`src/design/seu_pkg.sv`:
```
// Shared command and status types for the escape decoder controller and datapath.
package seu_pkg;

  // Commands from the controller to the datapath.
  typedef struct packed {
    logic load;   // take the input transfer: update the decode state and plan the results
    logic step;   // write the next planned result into the output register
  } seu_cmd_t;

  // Status from the datapath back to the controller.
  typedef struct packed {
    logic has_more;  // planned results remain
    logic is_final;  // the next result is the last one of the plan
    logic out_free;  // the output register can take a result this cycle
  } seu_sts_t;

endpackage

```
`src/design/seu_if.sv`:
```
// Valid/ready channel interfaces for the escape decoder input and output.
interface seu_in_if;
  logic       valid;
  logic       ready;
  logic [7:0] in_byte;
  logic       is_last;

  modport source (output valid, output in_byte, output is_last, input ready);
  modport sink   (input valid, input in_byte, input is_last, output ready);
endinterface

interface seu_out_if;
  logic       valid;
  logic       ready;
  logic [7:0] out_byte;
  logic       byte_valid;
  logic       bad_escape;
  logic       run_last;
  logic       string_end;

  modport source (output valid, output out_byte, output byte_valid, output bad_escape,
                  output run_last, output string_end, input ready);
  modport sink   (input valid, input out_byte, input byte_valid, input bad_escape,
                  input run_last, input string_end, output ready);
endinterface

```
`src/design/seu_datapath.sv`:
```
// Escape decoder datapath: decode state, hex digit store, result sequencer, output register.
module seu_datapath (
  input  logic              clk_i,
  input  logic              rst_ni,
  input  logic [7:0]        in_byte_i,
  input  logic              is_last_i,
  input  seu_pkg::seu_cmd_t cmd_i,
  output seu_pkg::seu_sts_t sts_o,
  input  logic              out_ready_i,
  output logic              out_valid_o,
  output logic [7:0]        out_byte_o,
  output logic              byte_valid_o,
  output logic              bad_escape_o,
  output logic              run_last_o,
  output logic              string_end_o
);
  import seu_pkg::*;

  typedef enum logic [1:0] {
    PH_TEXT = 2'd0,
    PH_ESC  = 2'd1,
    PH_HEX  = 2'd2
  } phase_e;

  typedef enum logic [1:0] {
    TAIL_NONE,
    TAIL_BYTE,
    TAIL_UTF8,
    TAIL_MARK
  } tail_e;

  localparam logic [7:0]  BACKSLASH    = 8'h5C;
  localparam logic [7:0]  ESC_CODE     = 8'h1B;
  localparam logic [7:0]  CONT_TAG     = 8'h80;
  localparam logic [7:0]  CONT_MASK    = 8'h3F;
  localparam logic [31:0] ONE_BYTE_MAX = 32'h0000_007F;

  // {ok, value} of an ASCII hex digit
  function automatic logic [4:0] hex_digit(input logic [7:0] b);
    case (b) inside
      [8'h30:8'h39]: return {1'b1, 4'(b - 8'h30)};
      [8'h61:8'h66]: return {1'b1, 4'(b - 8'h57)};
      [8'h41:8'h46]: return {1'b1, 4'(b - 8'h37)};
      default:       return 5'd0;
    endcase
  endfunction

  function automatic logic [2:0] utf8_len(input logic [31:0] c);
    if (c <= ONE_BYTE_MAX)      return 3'd1;
    else if (c <= 32'h7FF)      return 3'd2;
    else if (c <= 32'hFFFF)     return 3'd3;
    else if (c <= 32'h1F_FFFF)  return 3'd4;
    else if (c <= 32'h3FF_FFFF) return 3'd5;
    else                        return 3'd6;
  endfunction

  function automatic logic [7:0] utf8_lead(input logic [2:0] n);
    case (n)
      3'd2:    return 8'hC0;
      3'd3:    return 8'hE0;
      3'd4:    return 8'hF0;
      3'd5:    return 8'hF8;
      3'd6:    return 8'hFC;
      default: return 8'h00;
    endcase
  endfunction

  // Decode state
  logic        at_start_q, at_start_d;
  phase_e      phase_q, phase_d;
  logic [3:0]  needed_q, needed_d;
  logic [3:0]  seen_q, seen_d;
  logic [31:0] acc_q, acc_d;
  logic [7:0]  letter_q, letter_d;
  logic [7:0]  digits_q [8];
  logic        dig_we;

  // Result plan of the last input transfer
  logic [3:0]  rep_q, rep_d;
  tail_e       tail_q, tail_d;
  logic [7:0]  tail_byte_q, tail_byte_d;
  logic [2:0]  utf_n_q, utf_n_d;
  logic        bad_q, bad_d;
  logic        end_q, end_d;
  logic [3:0]  total_q, total_d;
  logic [3:0]  idx_q;

  // Output register
  logic        out_valid_q;
  logic [7:0]  out_byte_q;
  logic        byte_valid_q, bad_escape_q, run_last_q, string_end_q;

  logic [4:0]  hx;
  logic [31:0] acc_new;
  logic [3:0]  seen_new;
  logic [3:0]  tail_cnt;

  assign hx       = hex_digit(in_byte_i);
  assign acc_new  = {acc_q[27:0], hx[3:0]};
  assign seen_new = seen_q + 4'd1;

  always_comb begin
    at_start_d  = at_start_q;
    phase_d     = phase_q;
    needed_d    = needed_q;
    seen_d      = seen_q;
    acc_d       = acc_q;
    letter_d    = letter_q;
    dig_we      = 1'b0;
    rep_d       = 4'd0;
    tail_d      = TAIL_NONE;
    tail_byte_d = in_byte_i;
    utf_n_d     = utf8_len(acc_new);
    bad_d       = 1'b0;
    end_d       = 1'b0;

    if (is_last_i) begin
      // closing quote: replay an open hex escape, else end marker
      if (!at_start_q && phase_q == PH_HEX) begin
        rep_d = seen_q + 4'd1;
        bad_d = 1'b1;
      end else begin
        tail_d = TAIL_MARK;
        bad_d  = !at_start_q && phase_q == PH_ESC;
      end
      end_d      = 1'b1;
      at_start_d = 1'b1;
      phase_d    = PH_TEXT;
      seen_d     = 4'd0;
      needed_d   = 4'd0;
    end else if (at_start_q) begin
      // opening quote: drop
      at_start_d = 1'b0;
      phase_d    = PH_TEXT;
      seen_d     = 4'd0;
      needed_d   = 4'd0;
    end else begin
      case (phase_q)
        PH_ESC: begin
          phase_d = PH_TEXT;
          tail_d  = TAIL_BYTE;
          case (in_byte_i)
            "a":     tail_byte_d = 8'h07;
            "b":     tail_byte_d = 8'h08;
            "t":     tail_byte_d = 8'h09;
            "n":     tail_byte_d = 8'h0A;
            "v":     tail_byte_d = 8'h0B;
            "f":     tail_byte_d = 8'h0C;
            "r":     tail_byte_d = 8'h0D;
            "e":     tail_byte_d = ESC_CODE;
            "x", "u", "U": begin
              tail_d   = TAIL_NONE;
              phase_d  = PH_HEX;
              needed_d = (in_byte_i == "x") ? 4'd2 : ((in_byte_i == "u") ? 4'd4 : 4'd8);
              seen_d   = 4'd0;
              acc_d    = 32'd0;
              letter_d = in_byte_i;
            end
            default: tail_byte_d = in_byte_i;
          endcase
        end
        PH_HEX: begin
          if (!hx[4]) begin
            // not a digit: replay, then treat the byte as plain text, or a backslash as a new escape
            rep_d  = seen_q + 4'd1;
            bad_d  = 1'b1;
            seen_d = 4'd0;
            if (in_byte_i == BACKSLASH) begin
              phase_d = PH_ESC;
            end else begin
              phase_d = PH_TEXT;
              tail_d  = TAIL_BYTE;
            end
          end else begin
            dig_we = 1'b1;
            seen_d = seen_new;
            acc_d  = acc_new;
            if (seen_new >= needed_q || seen_new[3]) begin
              phase_d = PH_TEXT;
              seen_d  = 4'd0;
              if (acc_new[31]) begin
                rep_d = seen_new + 4'd1;
                bad_d = 1'b1;
              end else begin
                tail_d = TAIL_UTF8;
              end
            end
          end
        end
        default: begin
          phase_d = PH_TEXT;
          if (in_byte_i == BACKSLASH) phase_d = PH_ESC;
          else                        tail_d  = TAIL_BYTE;
        end
      endcase
    end

    case (tail_d)
      TAIL_BYTE, TAIL_MARK: tail_cnt = 4'd1;
      TAIL_UTF8:            tail_cnt = {1'b0, utf_n_d};
      default:              tail_cnt = 4'd0;
    endcase
    total_d = rep_d + tail_cnt;
  end

  always_ff @(posedge clk_i or negedge rst_ni) begin
    if (!rst_ni) begin
      at_start_q <= 1'b1;
      phase_q    <= PH_TEXT;
      needed_q   <= 4'd0;
      seen_q     <= 4'd0;
      rep_q      <= 4'd0;
      tail_q     <= TAIL_NONE;
      bad_q      <= 1'b0;
      end_q      <= 1'b0;
      total_q    <= 4'd0;
      idx_q      <= 4'd0;
    end else begin
      if (cmd_i.load) begin
        at_start_q <= at_start_d;
        phase_q    <= phase_d;
        needed_q   <= needed_d;
        seen_q     <= seen_d;
        rep_q      <= rep_d;
        tail_q     <= tail_d;
        bad_q      <= bad_d;
        end_q      <= end_d;
        total_q    <= total_d;
        idx_q      <= 4'd0;
      end else if (cmd_i.step) begin
        idx_q <= idx_q + 4'd1;
      end
    end
  end

  always_ff @(posedge clk_i) begin
    if (cmd_i.load) begin
      acc_q       <= acc_d;
      letter_q    <= letter_d;
      tail_byte_q <= tail_byte_d;
      utf_n_q     <= utf_n_d;
      if (dig_we) digits_q[seen_q[2:0]] <= in_byte_i;
    end
  end

  // Result selection at idx_q
  logic [3:0]  rel;
  logic [2:0]  tpos;
  logic [2:0]  kshift;
  logic [31:0] shifted;
  logic [7:0]  utf_byte;
  logic [2:0]  dig_rd_idx;
  logic [7:0]  res_byte;
  logic        res_valid;
  logic        is_final;

  assign rel        = idx_q - rep_q;
  assign tpos       = rel[2:0];
  assign kshift     = utf_n_q - 3'd1 - tpos;
  assign dig_rd_idx = 3'(idx_q - 4'd1);
  assign is_final   = (idx_q + 4'd1) == total_q;

  always_comb begin
    case (kshift)
      3'd1:    shifted = acc_q >> 6;
      3'd2:    shifted = acc_q >> 12;
      3'd3:    shifted = acc_q >> 18;
      3'd4:    shifted = acc_q >> 24;
      3'd5:    shifted = acc_q >> 30;
      default: shifted = acc_q;
    endcase
    if (tpos == 3'd0) utf_byte = utf8_lead(utf_n_q) | shifted[7:0];
    else              utf_byte = CONT_TAG | (shifted[7:0] & CONT_MASK);

    res_valid = 1'b1;
    if (idx_q < rep_q) begin
      res_byte = (idx_q == 4'd0) ? letter_q : digits_q[dig_rd_idx];
    end else begin
      case (tail_q)
        TAIL_UTF8: res_byte = utf_byte;
        TAIL_MARK: begin
          res_byte  = 8'h00;
          res_valid = 1'b0;
        end
        default:   res_byte = tail_byte_q;
      endcase
    end
  end

  always_ff @(posedge clk_i or negedge rst_ni) begin
    if (!rst_ni) begin
      out_valid_q <= 1'b0;
    end else if (cmd_i.step) begin
      out_valid_q <= 1'b1;
    end else if (out_ready_i) begin
      out_valid_q <= 1'b0;
    end
  end

  always_ff @(posedge clk_i) begin
    if (cmd_i.step) begin
      out_byte_q   <= res_byte;
      byte_valid_q <= res_valid;
      bad_escape_q <= bad_q && idx_q == 4'd0;
      run_last_q   <= is_final;
      string_end_q <= is_final && end_q;
    end
  end

  assign sts_o.has_more = idx_q != total_q;
  assign sts_o.is_final = is_final;
  assign sts_o.out_free = !out_valid_q || out_ready_i;

  assign out_valid_o  = out_valid_q;
  assign out_byte_o   = out_byte_q;
  assign byte_valid_o = byte_valid_q;
  assign bad_escape_o = bad_escape_q;
  assign run_last_o   = run_last_q;
  assign string_end_o = string_end_q;

  a_step_in_plan: assert property (@(posedge clk_i) disable iff (!rst_ni)
    cmd_i.step |-> idx_q != total_q)
    else $error("result step beyond the planned count");

  a_load_when_done: assert property (@(posedge clk_i) disable iff (!rst_ni)
    cmd_i.load |-> idx_q == total_q)
    else $error("new input taken while results remain");

  a_final_marks_run: assert property (@(posedge clk_i) disable iff (!rst_ni)
    cmd_i.step && is_final |=> out_valid_q && run_last_q)
    else $error("last planned result not flagged run_last");

  a_end_is_last: assert property (@(posedge clk_i) disable iff (!rst_ni)
    out_valid_q && string_end_q |-> run_last_q)
    else $error("string_end without run_last");

endmodule

```
`src/design/seu_ctrl.sv`:
```
// Escape decoder controller: takes one input transfer, then steps its results out.
module seu_ctrl (
  input  logic              clk_i,
  input  logic              rst_ni,
  input  logic              in_valid_i,
  output logic              in_ready_o,
  input  seu_pkg::seu_sts_t sts_i,
  output seu_pkg::seu_cmd_t cmd_o
);
  import seu_pkg::*;

  typedef enum logic {
    S_IDLE,
    S_RUN
  } state_e;

  state_e state_q, state_d;
  logic   ready_q, ready_d;

  always_comb begin
    cmd_o.load = in_valid_i && ready_q;
    cmd_o.step = state_q == S_RUN && sts_i.has_more && sts_i.out_free;
    state_d    = state_q;
    case (state_q)
      S_IDLE:  if (cmd_o.load) state_d = S_RUN;
      S_RUN:   if (!sts_i.has_more || (cmd_o.step && sts_i.is_final)) state_d = S_IDLE;
      default: state_d = S_IDLE;
    endcase
    ready_d = state_d == S_IDLE;
  end

  always_ff @(posedge clk_i or negedge rst_ni) begin
    if (!rst_ni) begin
      state_q <= S_IDLE;
      ready_q <= 1'b1;
    end else begin
      state_q <= state_d;
      ready_q <= ready_d;
    end
  end

  assign in_ready_o = ready_q;

endmodule

```
`src/design/string_escape_to_utf8_unit.sv`:
```
// Top level of the quoted-literal escape decoder with UTF-8 output.
//
//   channel | dir | payload                                              | transfer when
//   --------+-----+------------------------------------------------------+----------------
//   in_i    | in  | in_byte[7:0], is_last                                | valid & ready
//   out_o   | out | out_byte[7:0], byte_valid, bad_escape, run_last,     | valid & ready
//           |     | string_end                                           |
//
// Results: an input transfer is taken only while no planned results remain, and a replay can
// reach nine bytes; the result sequencer writes one byte a cycle into the single output
// register while that register is free.
// Reset: rst_ni is asynchronous, active low; ready in the first cycle after reset, no clearing.
// Stalls: while out_o.ready is low a result waits in the output register and the sequencer
// holds; a new input transfer is taken the cycle after the last result enters that register.
module string_escape_to_utf8_unit (
  input  logic      clk_i,
  input  logic      rst_ni,
  seu_in_if.sink    in_i,
  seu_out_if.source out_o
);
  import seu_pkg::*;

  seu_cmd_t cmd;
  seu_sts_t sts;

  // Sequence: accept one transfer, plan its results, step them out.
  seu_ctrl u_ctrl (
    .clk_i      (clk_i),
    .rst_ni     (rst_ni),
    .in_valid_i (in_i.valid),
    .in_ready_o (in_i.ready),
    .sts_i      (sts),
    .cmd_o      (cmd)
  );

  // Decode state, escape digit store and output register.
  seu_datapath u_datapath (
    .clk_i        (clk_i),
    .rst_ni       (rst_ni),
    .in_byte_i    (in_i.in_byte),
    .is_last_i    (in_i.is_last),
    .cmd_i        (cmd),
    .sts_o        (sts),
    .out_ready_i  (out_o.ready),
    .out_valid_o  (out_o.valid),
    .out_byte_o   (out_o.out_byte),
    .byte_valid_o (out_o.byte_valid),
    .bad_escape_o (out_o.bad_escape),
    .run_last_o   (out_o.run_last),
    .string_end_o (out_o.string_end)
  );

endmodule
```
`src/flat_wrapper.sv`:
```
// flat-port wrapper written by rule: the top's interface ports become plain ports
module string_escape_to_utf8_unit_flat import seu_pkg::*;
  (clk_i, rst_ni, in_i_valid, in_i_in_byte, in_i_is_last, in_i_ready, out_o_valid, out_o_out_byte, out_o_byte_valid, out_o_bad_escape, out_o_run_last, out_o_string_end, out_o_ready);
  seu_in_if in_i_i ();
  seu_out_if out_o_i ();
  input  logic clk_i;
  input  logic rst_ni;
  input wire logic [$bits(in_i_i.valid)-1:0] in_i_valid;
  input wire logic [$bits(in_i_i.in_byte)-1:0] in_i_in_byte;
  input wire logic [$bits(in_i_i.is_last)-1:0] in_i_is_last;
  output wire logic [$bits(in_i_i.ready)-1:0] in_i_ready;
  output wire logic [$bits(out_o_i.valid)-1:0] out_o_valid;
  output wire logic [$bits(out_o_i.out_byte)-1:0] out_o_out_byte;
  output wire logic [$bits(out_o_i.byte_valid)-1:0] out_o_byte_valid;
  output wire logic [$bits(out_o_i.bad_escape)-1:0] out_o_bad_escape;
  output wire logic [$bits(out_o_i.run_last)-1:0] out_o_run_last;
  output wire logic [$bits(out_o_i.string_end)-1:0] out_o_string_end;
  input wire logic [$bits(out_o_i.ready)-1:0] out_o_ready;
  assign in_i_i.valid = in_i_valid;
  assign in_i_i.in_byte = in_i_in_byte;
  assign in_i_i.is_last = in_i_is_last;
  assign in_i_ready = in_i_i.ready;
  assign out_o_valid = out_o_i.valid;
  assign out_o_out_byte = out_o_i.out_byte;
  assign out_o_byte_valid = out_o_i.byte_valid;
  assign out_o_bad_escape = out_o_i.bad_escape;
  assign out_o_run_last = out_o_i.run_last;
  assign out_o_string_end = out_o_i.string_end;
  assign out_o_i.ready = out_o_ready;
  string_escape_to_utf8_unit u_core (.clk_i(clk_i), .rst_ni(rst_ni), .in_i(in_i_i), .out_o(out_o_i));
endmodule
```
`config.mk`:
```
export PLATFORM = sky130hd
export DESIGN_NAME = string_escape_to_utf8_unit_flat
export DESIGN_NICKNAME = d
export VERILOG_FILES = /design/src/design/seu_pkg.sv /design/src/design/seu_if.sv /design/src/design/seu_datapath.sv /design/src/design/seu_ctrl.sv /design/src/design/string_escape_to_utf8_unit.sv /design/src/flat_wrapper.sv
export SDC_FILE = /design/constraint.sdc
export NUM_CORES = 1
export LEC_CHECK = 0
export ABC_AREA = 1
export BUFFER_PORTS_ARGS = -buffer_cell sky130_fd_sc_hd__buf_2
export CORE_ASPECT_RATIO = 0.5
export CORE_MARGIN = 2
export CORE_UTILIZATION = 33
export CTS_BUF_LIST = sky130_fd_sc_hd__clkbuf_2 sky130_fd_sc_hd__clkbuf_4 sky130_fd_sc_hd__clkbuf_8
export CTS_CLUSTER_DIAMETER = 100
export CTS_CLUSTER_SIZE = 20
export DETAILED_ROUTE_END_ITERATION = 8
export PLACE_DENSITY = 0.47
export SLEW_MARGIN = 10
export SYNTH_ARGS = -nofsm -noshare
export SYNTH_HDL_FRONTEND = slang
export SYNTH_SLANG_ARGS = --single-unit
export TNS_END_PERCENT = 20
```
`constraint.sdc`:
```
create_clock -name clk_i -period 5.4 [get_ports clk_i]
set_input_delay 1.08 -clock clk_i [delete_from_list [all_inputs] [get_ports clk_i]]
set_output_delay 1.08 -clock clk_i [all_outputs]
set_load 0.02 [all_outputs]
```
==> results_dict.tcl, run 1 <==
set metrics [dict create \
    nFillCells 2421 \
    p_leak_nw 3.672 \
    syn_area_mm2 0.008033 \
    yosysTopAreaCellShare_pct 47.48 \
    crit_type "reg2reg" \
    synth_edf_count 127 \
    ys_seq_area_share_pct 56.54 \
    io_pins 27 \
    rows 40 \
    io_buffers 26 \
    synth.distinct_cells 45 \
    timing_worst_slew_pin_value_ns 1.159 \
    fmax_ghz 0.2700 \
    setup_viol 0 \
    worst_r2r_startpoint "u_core.u_datapath.idx_q[0]$_DFFE_PN0P_" \
    die_w_um 224.6 \
    synth_top_area_cell "edfxtp_1" \
    grt_antenna_before_repair 0 \
    met3_usage_pct 4.824 \
    yosys-top-cells-count "nand2_1, edfxtp_1, inv_1" \
    min_path_type "reg2reg" \
    final_max_slew_viol_count 0 \
    vdd_drop_max_v 0.0002083 \
    rsz0062_at_grt "false" \
    syn_to_final_growth_pct 10.73 \
    core_area_mm2 0.02397 \
    multiInputGateArea_mm2 0.002969 \
    synth-seq-cells 156 \
    grt_pass1_wl_mm 32.69 \
    numCtsBuffers 17 \
    hold_viol 0 \
    dieArea_mm2 0.02568 \
    use_met2_pct 24.25 \
    arrival_ns 3.92 \
    post-route-min-period_ns 3.704 \
    postSynthAreaPerCell_um2 9.417 \
    grt_max_degree 37 \
    yosys_warnings 0 \
    drt-initial-drc-count 466 \
    clk_latency_ns 0.49 \
    utilization_pct 37.10 \
    min_from "u_core.u_datapath.rep_q[2]$_DFFE_PN0P_" \
    vias 5997 \
    cts_hold_buf 0 \
    met1_usage_pct 25.76 \
    syn_inst 853 \
    root_buffer "clkbuf_8" \
    cts_tree "done" \
    syn_nets 889 \
    regArea_mm2 0.004542 \
    grt_usage_pct 17.27 \
    status "completed" \
    die_y_um 114.3 \
    r2r-end "u_core.u_datapath.out_byte_o[0]$_DFFE_PP_" \
    max-slew-margin-rel_pct 22.11 \
    min_period_over_period_pct 68.59 \
    hpwl_mm 14.68 \
    tns_ns 0 \
    drive_above_1_share_pct 11.41 \
    skew_ns 0.01819 \
    whs_endpoint "u_core.u_datapath.rep_q[2]$_DFFE_PN0P_" \
    cts.sinks 156 \
    synth_flop_cell "edfxtp_1" \
    first_global_vias 5628 \
    num-nets-final 917 \
    postCtsSetupBuffers 0 \
    overflow 0 \
    synth.area.top_cells "edfxtp_1, dfrtp_1, nand2_1, inv_1, nor2_1" \
    drc 0 \
    cts_resized 0 \
    busiest_layer "met1" \
    yosysMostFrequentCell "nand2_1" \
    path_max_fanout 36 \
    rrSetupSlack_ns 1.70 \
    reg2regPathDepth 15 \
    cts_max_level 4 \
    cp-end-kind "flip-flop" \
    routed_wl_mm 20.91 \
    viasPerCell 4.956 \
    clockBufferDepth 2 \
    wire_per_inst_um 17.28 \
    clkTransAtPathRegs_ns 0.10 \
    hold_path_depth 2 \
    p_per_area_mw_per_mm2 459.2 \
    async_reset_ff_share_pct 18.59 \
    routabilityCongestion 0.8696 \
    drv_cap 0 \
    start_util_pct 33.51 \
    ant_nets 0 \
    drt_pass1_iterations 5 \
    critPathLaunchType "flip-flop" \
    critical_path_required_ns 5.62 \
]
through the flow:
step                power (mW)  hold slack, ns  std cells  area (um2)  setup slack [ns]
floorplan                2.712          0.4490        853        8039             1.287
finish                   4.084          0.4957       1210        8895             1.696
global route             4.387          0.5190       1209        8892             1.372
global placement         3.242          0.4673       1177        8504             1.544
CTS                      4.130          0.4994       1209        8892             1.726
detailed placement       3.236          0.4765       1177        8504             1.532
metal layers:
layer  part of all wire, %  routed length, um
met1                    52              10880
met2                    41               8585
met3                   5.4               1134
met4                   1.5                305
met5                     0                  0
sequential cells by signal (all words and copies together) (netlist names), 2 cells and up:
register,flops
u_core.u_datapath.phase_q,2
u_core.u_datapath.rep_q,4
u_core.u_datapath.seen_q,4
u_core.u_datapath.tail_byte_q,8
u_core.u_datapath.needed_q,3
u_core.u_datapath.total_q,4
u_core.u_datapath.tail_q,2
u_core.u_datapath.out_byte_o,8
u_core.u_datapath.acc_q,32
u_core.u_datapath.utf_n_q,3
u_core.u_datapath.idx_q,4
u_core.u_datapath.letter_q,8
u_core.u_datapath.digits_q,64
cell type report:
class | instances | area share [%]
sequential | 156 | 51.06
multi-input combinational | 560 | 33.38
inverter | 115 | 4.853
tap | 315 | 4.431
clock buffer | 18 | 2.715
timing repair buffer | 31 | 1.885
clock inverter | 14 | 1.646
antenna | 1 | 0.02813
layout by cell type, fill, tap and decap left out, drive strengths merged:
cell type    n
a21boi       1
a21oi       12
a31oi        2
and3         1
buf         31
bufinv       2
clkbuf      18
clkinv      10
clkinvlp     3
dfrtp       27
dfstp        2
diode        1
edfxtp     127
fa           3
ha          20
inv        114
nand2      191
nand3       71
nand3b       1
nand4       26
nor2        96
nor3         9
nor4         5
o2111ai      1
o211ai       9
o21ai       76
o22ai       19
o31ai        2
or2          1
xnor2        5
xor2         9
cells by family after synthesis:
logic type / synth area share (%)
AND/OR/NAND/NOR: 22.79
AO/OA/AOI/OAI: 8.442
buffers and inverters: 6.745
XOR/XNOR: 1.620
adder cells (fa/ha/maj): 3.863
flip-flops: 56.54
worst max path at each step:
| stage | slack (ns) | endpoint | startpoint | cells after the start |
|---|---|---|---|---|
| 6_report | 1.70 | u_core.u_datapath.out_byte_o[0]$_DFFE_PP_ | u_core.u_datapath.idx_q[0]$_DFFE_PN0P_ | 15 |
| 5_1_grt | 1.37 | u_core.u_datapath.out_byte_o[1]$_DFFE_PP_ | u_core.u_datapath.idx_q[0]$_DFFE_PN0P_ | 15 |
| 4_1_cts | 1.73 | u_core.u_datapath.out_byte_o[0]$_DFFE_PP_ | u_core.u_datapath.idx_q[0]$_DFFE_PN0P_ | 15 |
| 3_5_place_dp | 1.53 | u_core.u_datapath.digits_q[6][4]$_DFFE_PP_ | in_i_in_byte[0] | 10 |
| 3_3_place_gp | 1.54 | u_core.u_datapath.digits_q[6][6]$_DFFE_PP_ | in_i_in_byte[0] | 10 |
| 2_1_floorplan | 1.29 | u_core.u_datapath.acc_q[0]$_SDFFCE_PP0P_ | in_i_in_byte[0] | 8 |
where the power goes:
group / switching, mW / internal (mW) / leakage (nW) / total [mW]
registers: 0.0776 / 1.48 / 1.53 / 1.55
logic: 1.19 / 0.454 / 1.96 / 1.65
clock network: 0.468 / 0.416 / 0.189 / 0.884
worst max-delay path: stages (launching register included):
cell      delay [ns]
dfrtp_1         0.34
buf_4           0.34
inv_1           0.18
ha_1            0.21
inv_1           0.06
fa_1            0.40
inv_1           0.11
fa_1            0.51
nor2_2          0.35
clkinv_1        0.31
nand4_1         0.18
nand2_1         0.06
o21ai_1         0.20
nand2_1         0.07
nand2_1         0.06
nand2_1         0.06
Note: power is estimated with default switching activity, not from simulation.
==> inputs of run 2 (changes only) <==
--- a/config.mk
+++ b/config.mk
@@ -5,7 +5,7 @@
 export SDC_FILE = /design/constraint.sdc
 export NUM_CORES = 1
 export LEC_CHECK = 0
-export ABC_AREA = 1
+export ABC_AREA = 0
 export BUFFER_PORTS_ARGS = -buffer_cell sky130_fd_sc_hd__buf_2
 export CORE_ASPECT_RATIO = 0.5
 export CORE_MARGIN = 2
@@ -14,7 +14,7 @@
 export CTS_CLUSTER_DIAMETER = 100
 export CTS_CLUSTER_SIZE = 20
 export DETAILED_ROUTE_END_ITERATION = 8
-export PLACE_DENSITY = 0.47
+export PLACE_DENSITY = 0.48
 export SLEW_MARGIN = 10
 export SYNTH_ARGS = -nofsm -noshare
 export SYNTH_HDL_FRONTEND = slang
==> constraint.sdc (replaced) <==
create_clock -name clk_i -period 3.3 [get_ports clk_i]
set_input_delay 0.66 -clock clk_i [delete_from_list [all_inputs] [get_ports clk_i]]
set_output_delay 0.66 -clock clk_i [all_outputs]
set_load 0.02 [all_outputs]
==> run 2 against run 1 <==
  * Worst hold slack worse by 0.27 ns
  * Critical path depth down 2
  * Non-clock buffer count up 58
  * Register-to-register slack worse by 1.6 ns
  * Die area down 0.11%
  * Core utilization up 2.1 points
  * Count of clock-buffer cells in the layout unchanged
  * Sequential cell count unchanged
==> results_dict.tcl, run 2 <==
set metrics [dict create \
    status "completed" \
    critical_path_required_ns 3.69 \
    routed_wl_mm 20.20 \
    skew_ns 0.01636 \
    crit_type "reg2reg" \
    timing_worst_slew_pin_value_ns 0.7134 \
    die_w_um 224.5 \
    p_per_area_mw_per_mm2 753.6 \
    yosys_warnings 0 \
    post-place-ws_ns -0.03104 \
    drive_above_1_share_pct 25.14 \
    layout_common_cells "edfxtp_1, buf_4, nand2_1" \
    rows 40 \
    path_max_fanout 4 \
    grt_usage_pct 16.36 \
    grt_max_degree 37 \
    syn_to_final_growth_pct 17.00 \
    drv_cap 0 \
    wl_met2_mm 8.911 \
    dieArea_mm2 0.02565 \
    p_leak_nw 3.457 \
    arrival_ns 3.60 \
    finalPower_mw 7.075 \
    dpl_cell_area_mm2 0.008812 \
    root_buffer "clkbuf_8" \
    rsz0062_at_grt "true" \
    yosys-top-cells-count "edfxtp_1, nand2_1, nor2_1" \
    reg2regPathDepth 13 \
    cp_num_buf_inv 2 \
    stdcell_count 1051 \
    rrSetupSlack_ns 0.09 \
    viasPerCell 5.104 \
    largest_reg_flops 64 \
    async_reset_ff_share_pct 18.59 \
    clockBufferDepth 2 \
    start_util_pct 33.54 \
    final_max_slew_viol_count 0 \
    num-nets-final 759 \
    route.met3.wl_um 526 \
    syn_inst 645 \
    synth-seq-cells 156 \
    drt_pass1_iterations 5 \
    syn_nets 681 \
    die_y_um 114.3 \
    post-route-min-period_ns 3.206 \
    tns_ns 0 \
    synth.area.top_cells "edfxtp_1, dfrtp_1, mux4_2, ha_1, and2_1" \
    setup_ws_ns 0.09420 \
    r2r-end "u_core.u_datapath.total_q[3]$_DFFE_PN0P_" \
    synth_top_area_cell "edfxtp_1" \
    fmax_ghz 0.3119 \
    grt_pass1_wl_mm 31.13 \
    max-slew-margin-rel_pct 52.44 \
    crit_family "simple AND/OR/NAND/NOR gates" \
    cp-end-kind "flip-flop" \
    io_buffers 26 \
    syn_area_mm2 0.008024 \
    diodes 0 \
    cts_max_level 4 \
    cpPeakStageDelay_ns 0.55 \
    vias 5364 \
    critPathLaunchType "flip-flop" \
    hold_viol 0 \
    clk_latency_ns 0.47 \
    cts.sinks 156 \
    overflow 0 \
    mostFrequentLayoutCell "edfxtp_1" \
    utilization_pct 39.24 \
    grt_antenna_before_repair 0 \
    wire_per_inst_um 19.22 \
    synth.distinct_cells 75 \
    clkTransAtPathRegs_ns 0.10 \
    routed.top_layer "met4" \
    routabilityCongestion 0.8517 \
    ys_seq_area_share_pct 56.60 \
    drc 0 \
    min_period_over_period_pct 97.15 \
    worst_r2r_startpoint "u_core.u_datapath.seen_q[1]$_DFFE_PN0P_" \
    yosysMostFrequentCell "edfxtp_1" \
    postSynthAreaPerCell_um2 12.44 \
    ant_nets 0 \
    synth_flop_cell "edfxtp_1" \
    io_pins 27 \
    cts_tree "done" \
    vdd_drop_max_v 0.0003163 \
    min_path_type "in2async" \
    yosysTopAreaCellShare_pct 47.53 \
    setup_viol 0 \
    path_cells "buf_4 -> ha_1 -> ha_4 -> nand2_2 -> a31oi_4 -> o311ai_4 -> buf_4 -> or4b_1 -> nand2_2 -> ha_4 -> a21oi_1 -> or3_1 -> a31oi_1" \
    hpwl_mm 14.47 \
    drt-initial-drc-count 386 \
    numCtsBuffers 17 \
    synth_edf_count 127 \
    first_global_vias 5288 \
    worst_hold_slack_ns 0.2282 \
    startpoint "u_core.u_datapath.seen_q[1]$_DFFE_PN0P_" \
    cp_slowest_cell "or4b_1" \
    post-place-cells 1008 \
    core_area_mm2 0.02392 \
    drt-met1-wl_mm 10.58 \
    final_cell_area_mm2 0.009388 \
]
run 2: changes by cell type after synthesis, moves of 10 or more:
cell     delta
o22ai_1    -16
nand2_1   -128
o21ai_0    -35
mux2i_1    +21
nand3_1    -49
a21o_1     +10
nor2_1     -48
inv_1      -85
a21oi_1    +22
and2_1     +35
nand4_1    -23
mux4_2     +18
run 2: worst max-delay path by stage:
stage	slack (ns)	to	cells after the start
final	0.09	u_core.u_datapath.total_q[3]$_DFFE_PN0P_	13
after global routing	-0.07	u_core.u_datapath.total_q[3]$_DFFE_PN0P_	15
after CTS	0.02	u_core.u_datapath.total_q[3]$_DFFE_PN0P_	15
after detailed placement	-0.03	u_core.u_datapath.total_q[3]$_DFFE_PN0P_	15
after global placement	0.07	u_core.u_datapath.out_byte_o[1]$_DFFE_PP_	12
after floorplan	-0.09	u_core.u_datapath.out_byte_o[1]$_DFFE_PP_	14
run 2: final cells by class:
type | instances | area, um2
clock buffer | 18 | 241.5
clock inverter | 14 | 135.1
fill | 2295 | 14540
inverter | 26 | 101.3
multi-input combinational | 433 | 3357
sequential | 156 | 4542
tap | 315 | 394.1
timing repair buffer | 89 | 616.8
run 2: logic make-up after synthesis:
logic type / share of synthesized area [%]
AO/OA/AOI/OAI: 10.74
XOR/XNOR: 2.667
adder cells (fa/ha/maj): 3.867
buffers and inverters: 3.009
flip-flops: 56.60
multiplexers: 8.654
AND/OR/NAND/NOR: 14.46
run 2: metal layers:
layer	vias up	track usage [%]
met5	-	0
met4	0	4.150
met3	13	3.156
met2	61	24.99
met1	2708	23.94
li1	2582	-
run 2: power by group:
part | switching (mW) | internal [mW] | total [mW]
registers | 0.105 | 2.38 | 2.49
clock network | 0.780 | 0.618 | 1.40
logic | 1.83 | 1.35 | 3.19
total | 2.72 | 4.35 | 7.07
run 2: worst register-to-register path: stages (launching register included):
cell and delay (ns):
dfrtp_1 0.43, buf_4 0.15, ha_1 0.32, ha_4 0.28, nand2_2 0.06, a31oi_4 0.22, o311ai_4 0.13, buf_4 0.19
or4b_1 0.55, nand2_2 0.12, ha_4 0.14, a21oi_1 0.06, or3_1 0.30, a31oi_1 0.17
run 2: timing repair:
action                                  in CTS  in global routing
pin swaps                                    2                  9
resized for setup                            0                 22
endpoints found under the setup margin       1                  7
hold buffers                                 0                  0
endpoints found under the hold margin        0                  0
buffers inserted                             3                  8
==> inputs of run 3 (changes only) <==
--- a/config.mk
+++ b/config.mk
@@ -7,6 +7,8 @@
 export LEC_CHECK = 0
 export ABC_AREA = 0
 export BUFFER_PORTS_ARGS = -buffer_cell sky130_fd_sc_hd__buf_2
+export CELL_PAD_IN_SITES_DETAIL_PLACEMENT = 0
+export CELL_PAD_IN_SITES_GLOBAL_PLACEMENT = 2
 export CORE_ASPECT_RATIO = 0.5
 export CORE_MARGIN = 2
 export CORE_UTILIZATION = 33
@@ -14,7 +16,7 @@
 export CTS_CLUSTER_DIAMETER = 100
 export CTS_CLUSTER_SIZE = 20
 export DETAILED_ROUTE_END_ITERATION = 8
-export PLACE_DENSITY = 0.48
+export PLACE_DENSITY = 0.64
 export SLEW_MARGIN = 10
 export SYNTH_ARGS = -nofsm -noshare
 export SYNTH_HDL_FRONTEND = slang
==> run 3 against run 2 <==
  * Global-route usage up 1.2 points
  * Sequential share of layout area is 0.077 points lower
  * Largest power group unchanged
  * Via count up 1.2%
  * Core utilization up 0.073 points
  * Final cell count increased by 0.19%
  * Sequential power hardly changed
  * Critical path depth did not move
  * Clock skew down 0.0025 ns
  * Sequential cell count unchanged
  * Clock power up 4%
  * Fmax decreased by 1.2%
==> results_dict.tcl, run 3 (synthesized netlist as in run 2, its figures left out) <==
set metrics [dict create \
    drv_cap 0 \
    rsz0062_at_grt "true" \
    cts_max_level 4 \
    dpl_cell_area_mm2 0.008920 \
    max-slew-margin-rel_pct 53.63 \
    worst_hold_slack_ns 0.2040 \
    tns_ns 0 \
    status "completed" \
    clk_latency_ns 0.49 \
    vias 5430 \
    p_leak_nw 3.492 \
    io_pins 27 \
    routabilityCongestion 0.8068 \
    cpPeakStageDelay_ns 0.50 \
    min_period_over_period_pct 98.34 \
    numCtsBuffers 17 \
    post-route-min-period_ns 3.245 \
    hpwl_mm 15.50 \
    diodes 0 \
    final_max_slew_viol_count 0 \
    cp-end-kind "flip-flop" \
    viasPerCell 5.157 \
    skew_ns 0.01388 \
    largest_reg_flops 64 \
    final_cell_area_mm2 0.009405 \
    setup_viol 0 \
    rrSetupSlack_ns 0.05 \
    cp_slowest_cell "fa_1" \
    utilization_pct 39.31 \
    grt_usage_pct 17.60 \
    crit_family "adder cells" \
    dieArea_mm2 0.02565 \
    hold_viol 0 \
    p_sw_mw 2.739 \
    clockBufferDepth 2 \
    setup_ws_ns 0.05479 \
    arrival_ns 3.47 \
    critPathLaunchType "flip-flop" \
    grt_antenna_before_repair 0 \
    routed_wl_mm 21.18 \
    p_clk_share_pct 20.7 \
    cpMostUsedCell "inv_1" \
    drc 0 \
    num-nets-final 761 \
    fmax_ghz 0.3081 \
    layout_common_cells "edfxtp_1, buf_4, nand2_1" \
    min_path_type "in2async" \
    core_area_mm2 0.02392 \
    cts_tree "done" \
    drive_above_1_share_pct 24.53 \
    syn_to_final_growth_pct 17.22 \
    cts.sinks 156 \
    internal-power_mw 4.279 \
    crit_type "reg2reg" \
    root_buffer "clkbuf_8" \
    drt_pass1_iterations 5 \
    io_buffers 26 \
    critical_path_required_ns 3.52 \
    first_global_vias 5459 \
    ant_nets 0 \
    p_seq_share_pct 35.6 \
    clkTransAtPathRegs_ns 0.10 \
    die_w_um 224.5 \
    reg2regPathDepth 13 \
    vdd_drop_max_v 0.0002647 \
    wire_per_inst_um 20.11 \
    die_y_um 114.3 \
    grt_pass1_wl_mm 33.13 \
    timing_worst_slew_pin_value_ns 0.6956 \
    start_util_pct 33.54 \
    overflow 0 \
    path_max_fanout 6 \
    drt-initial-drc-count 336 \
    r2r-end "u_core.u_datapath.out_byte_o[5]$_DFFE_PP_" \
    post-place-ws_ns 0.008766 \
    mostFrequentLayoutCell "edfxtp_1" \
    grt_max_degree 36 \
    swShare_pct 39.03 \
    cp_num_buf_inv 4 \
    path_cells "inv_2 -> ha_1 -> inv_1 -> fa_1 -> inv_1 -> fa_2 -> xnor2_4 -> xor2_2 -> buf_4 -> a311oi_1 -> o221ai_1 -> a221oi_1 -> a21oi_1" \
    p_per_area_mw_per_mm2 746.1 \
    finalPower_mw 7.018 \
    stdcell_count 1053 \
    p_comb_share_pct 43.7 \
    rows 40 \
    post-place-cells 1019 \
    worst_r2r_startpoint "u_core.u_datapath.idx_q[0]$_DFFE_PN0P_" \
]
## run 3: power by group through the flow
stage | Combinational [mW] | Clock, mW | Sequential, mW
after floorplan | 1.93 | 0 | 2.63
after global placement | 2.99 | 0 | 2.54
after detailed placement | 2.98 | 0 | 2.54
after CTS | 2.99 | 1.50 | 2.50
after global routing | 3.36 | 1.58 | 2.52
final | 3.07 | 1.45 | 2.50
## run 3: layer usage
metal	GRT usage, %	up-vias	share of wire, %
li1	-	2592	-
met1	26.39	2732	54
met2	25.33	93	42
met3	4.696	13	3.5
met4	3.885	0	0.76
met5	0	-	0
## run 3: worst max path at each step
stage / cells after the start / start / end
finish: 13 / u_core.u_datapath.idx_q[0]$_DFFE_PN0P_ / u_core.u_datapath.out_byte_o[5]$_DFFE_PP_
CTS: 13 / u_core.u_datapath.idx_q[0]$_DFFE_PN0P_ / u_core.u_datapath.out_byte_o[0]$_DFFE_PP_
global route: 13 / u_core.u_datapath.idx_q[0]$_DFFE_PN0P_ / u_core.u_datapath.out_byte_o[3]$_DFFE_PP_
detailed placement: 14 / u_core.u_datapath.seen_q[0]$_DFFE_PN0P_ / u_core.u_datapath.total_q[3]$_DFFE_PN0P_
global placement: 15 / in_i_in_byte[0] / u_core.u_datapath.total_q[3]$_DFFE_PN0P_
floorplan: 14 / u_core.u_datapath.idx_q[0]$_DFFE_PN0P_ / u_core.u_datapath.out_byte_o[1]$_DFFE_PP_
## run 3: area by class of cell
cell class	instances	area (um2)
Fill cell	2337	14520
Sequential cell	156	4543
Multi-Input combinational cell	433	3312
Timing Repair Buffer	91	663.1
Tap cell	315	394.1
Clock buffer	17	234.0
Clock inverter	15	157.7
Inverter	26	101.3
## run 3: worst reg2reg max path, delay by kind of cell (launching register included)
family | cells | cell delay, ns
adder cells (fa/ha/maj) | 3 | 1.01
AO/OA/AOI/OAI | 4 | 0.90
flip-flops | 1 | 0.40
buffers and inverters | 4 | 0.36
XOR/XNOR | 2 | 0.33
## run 3: timing repair
action | in CTS | in global routing
setup buffers | 0 | 2
gates resized for setup | 1 | 14
hold buffers | 0 | 0
pin swaps | 0 | 3
endpoints found under the setup margin | 1 | 9
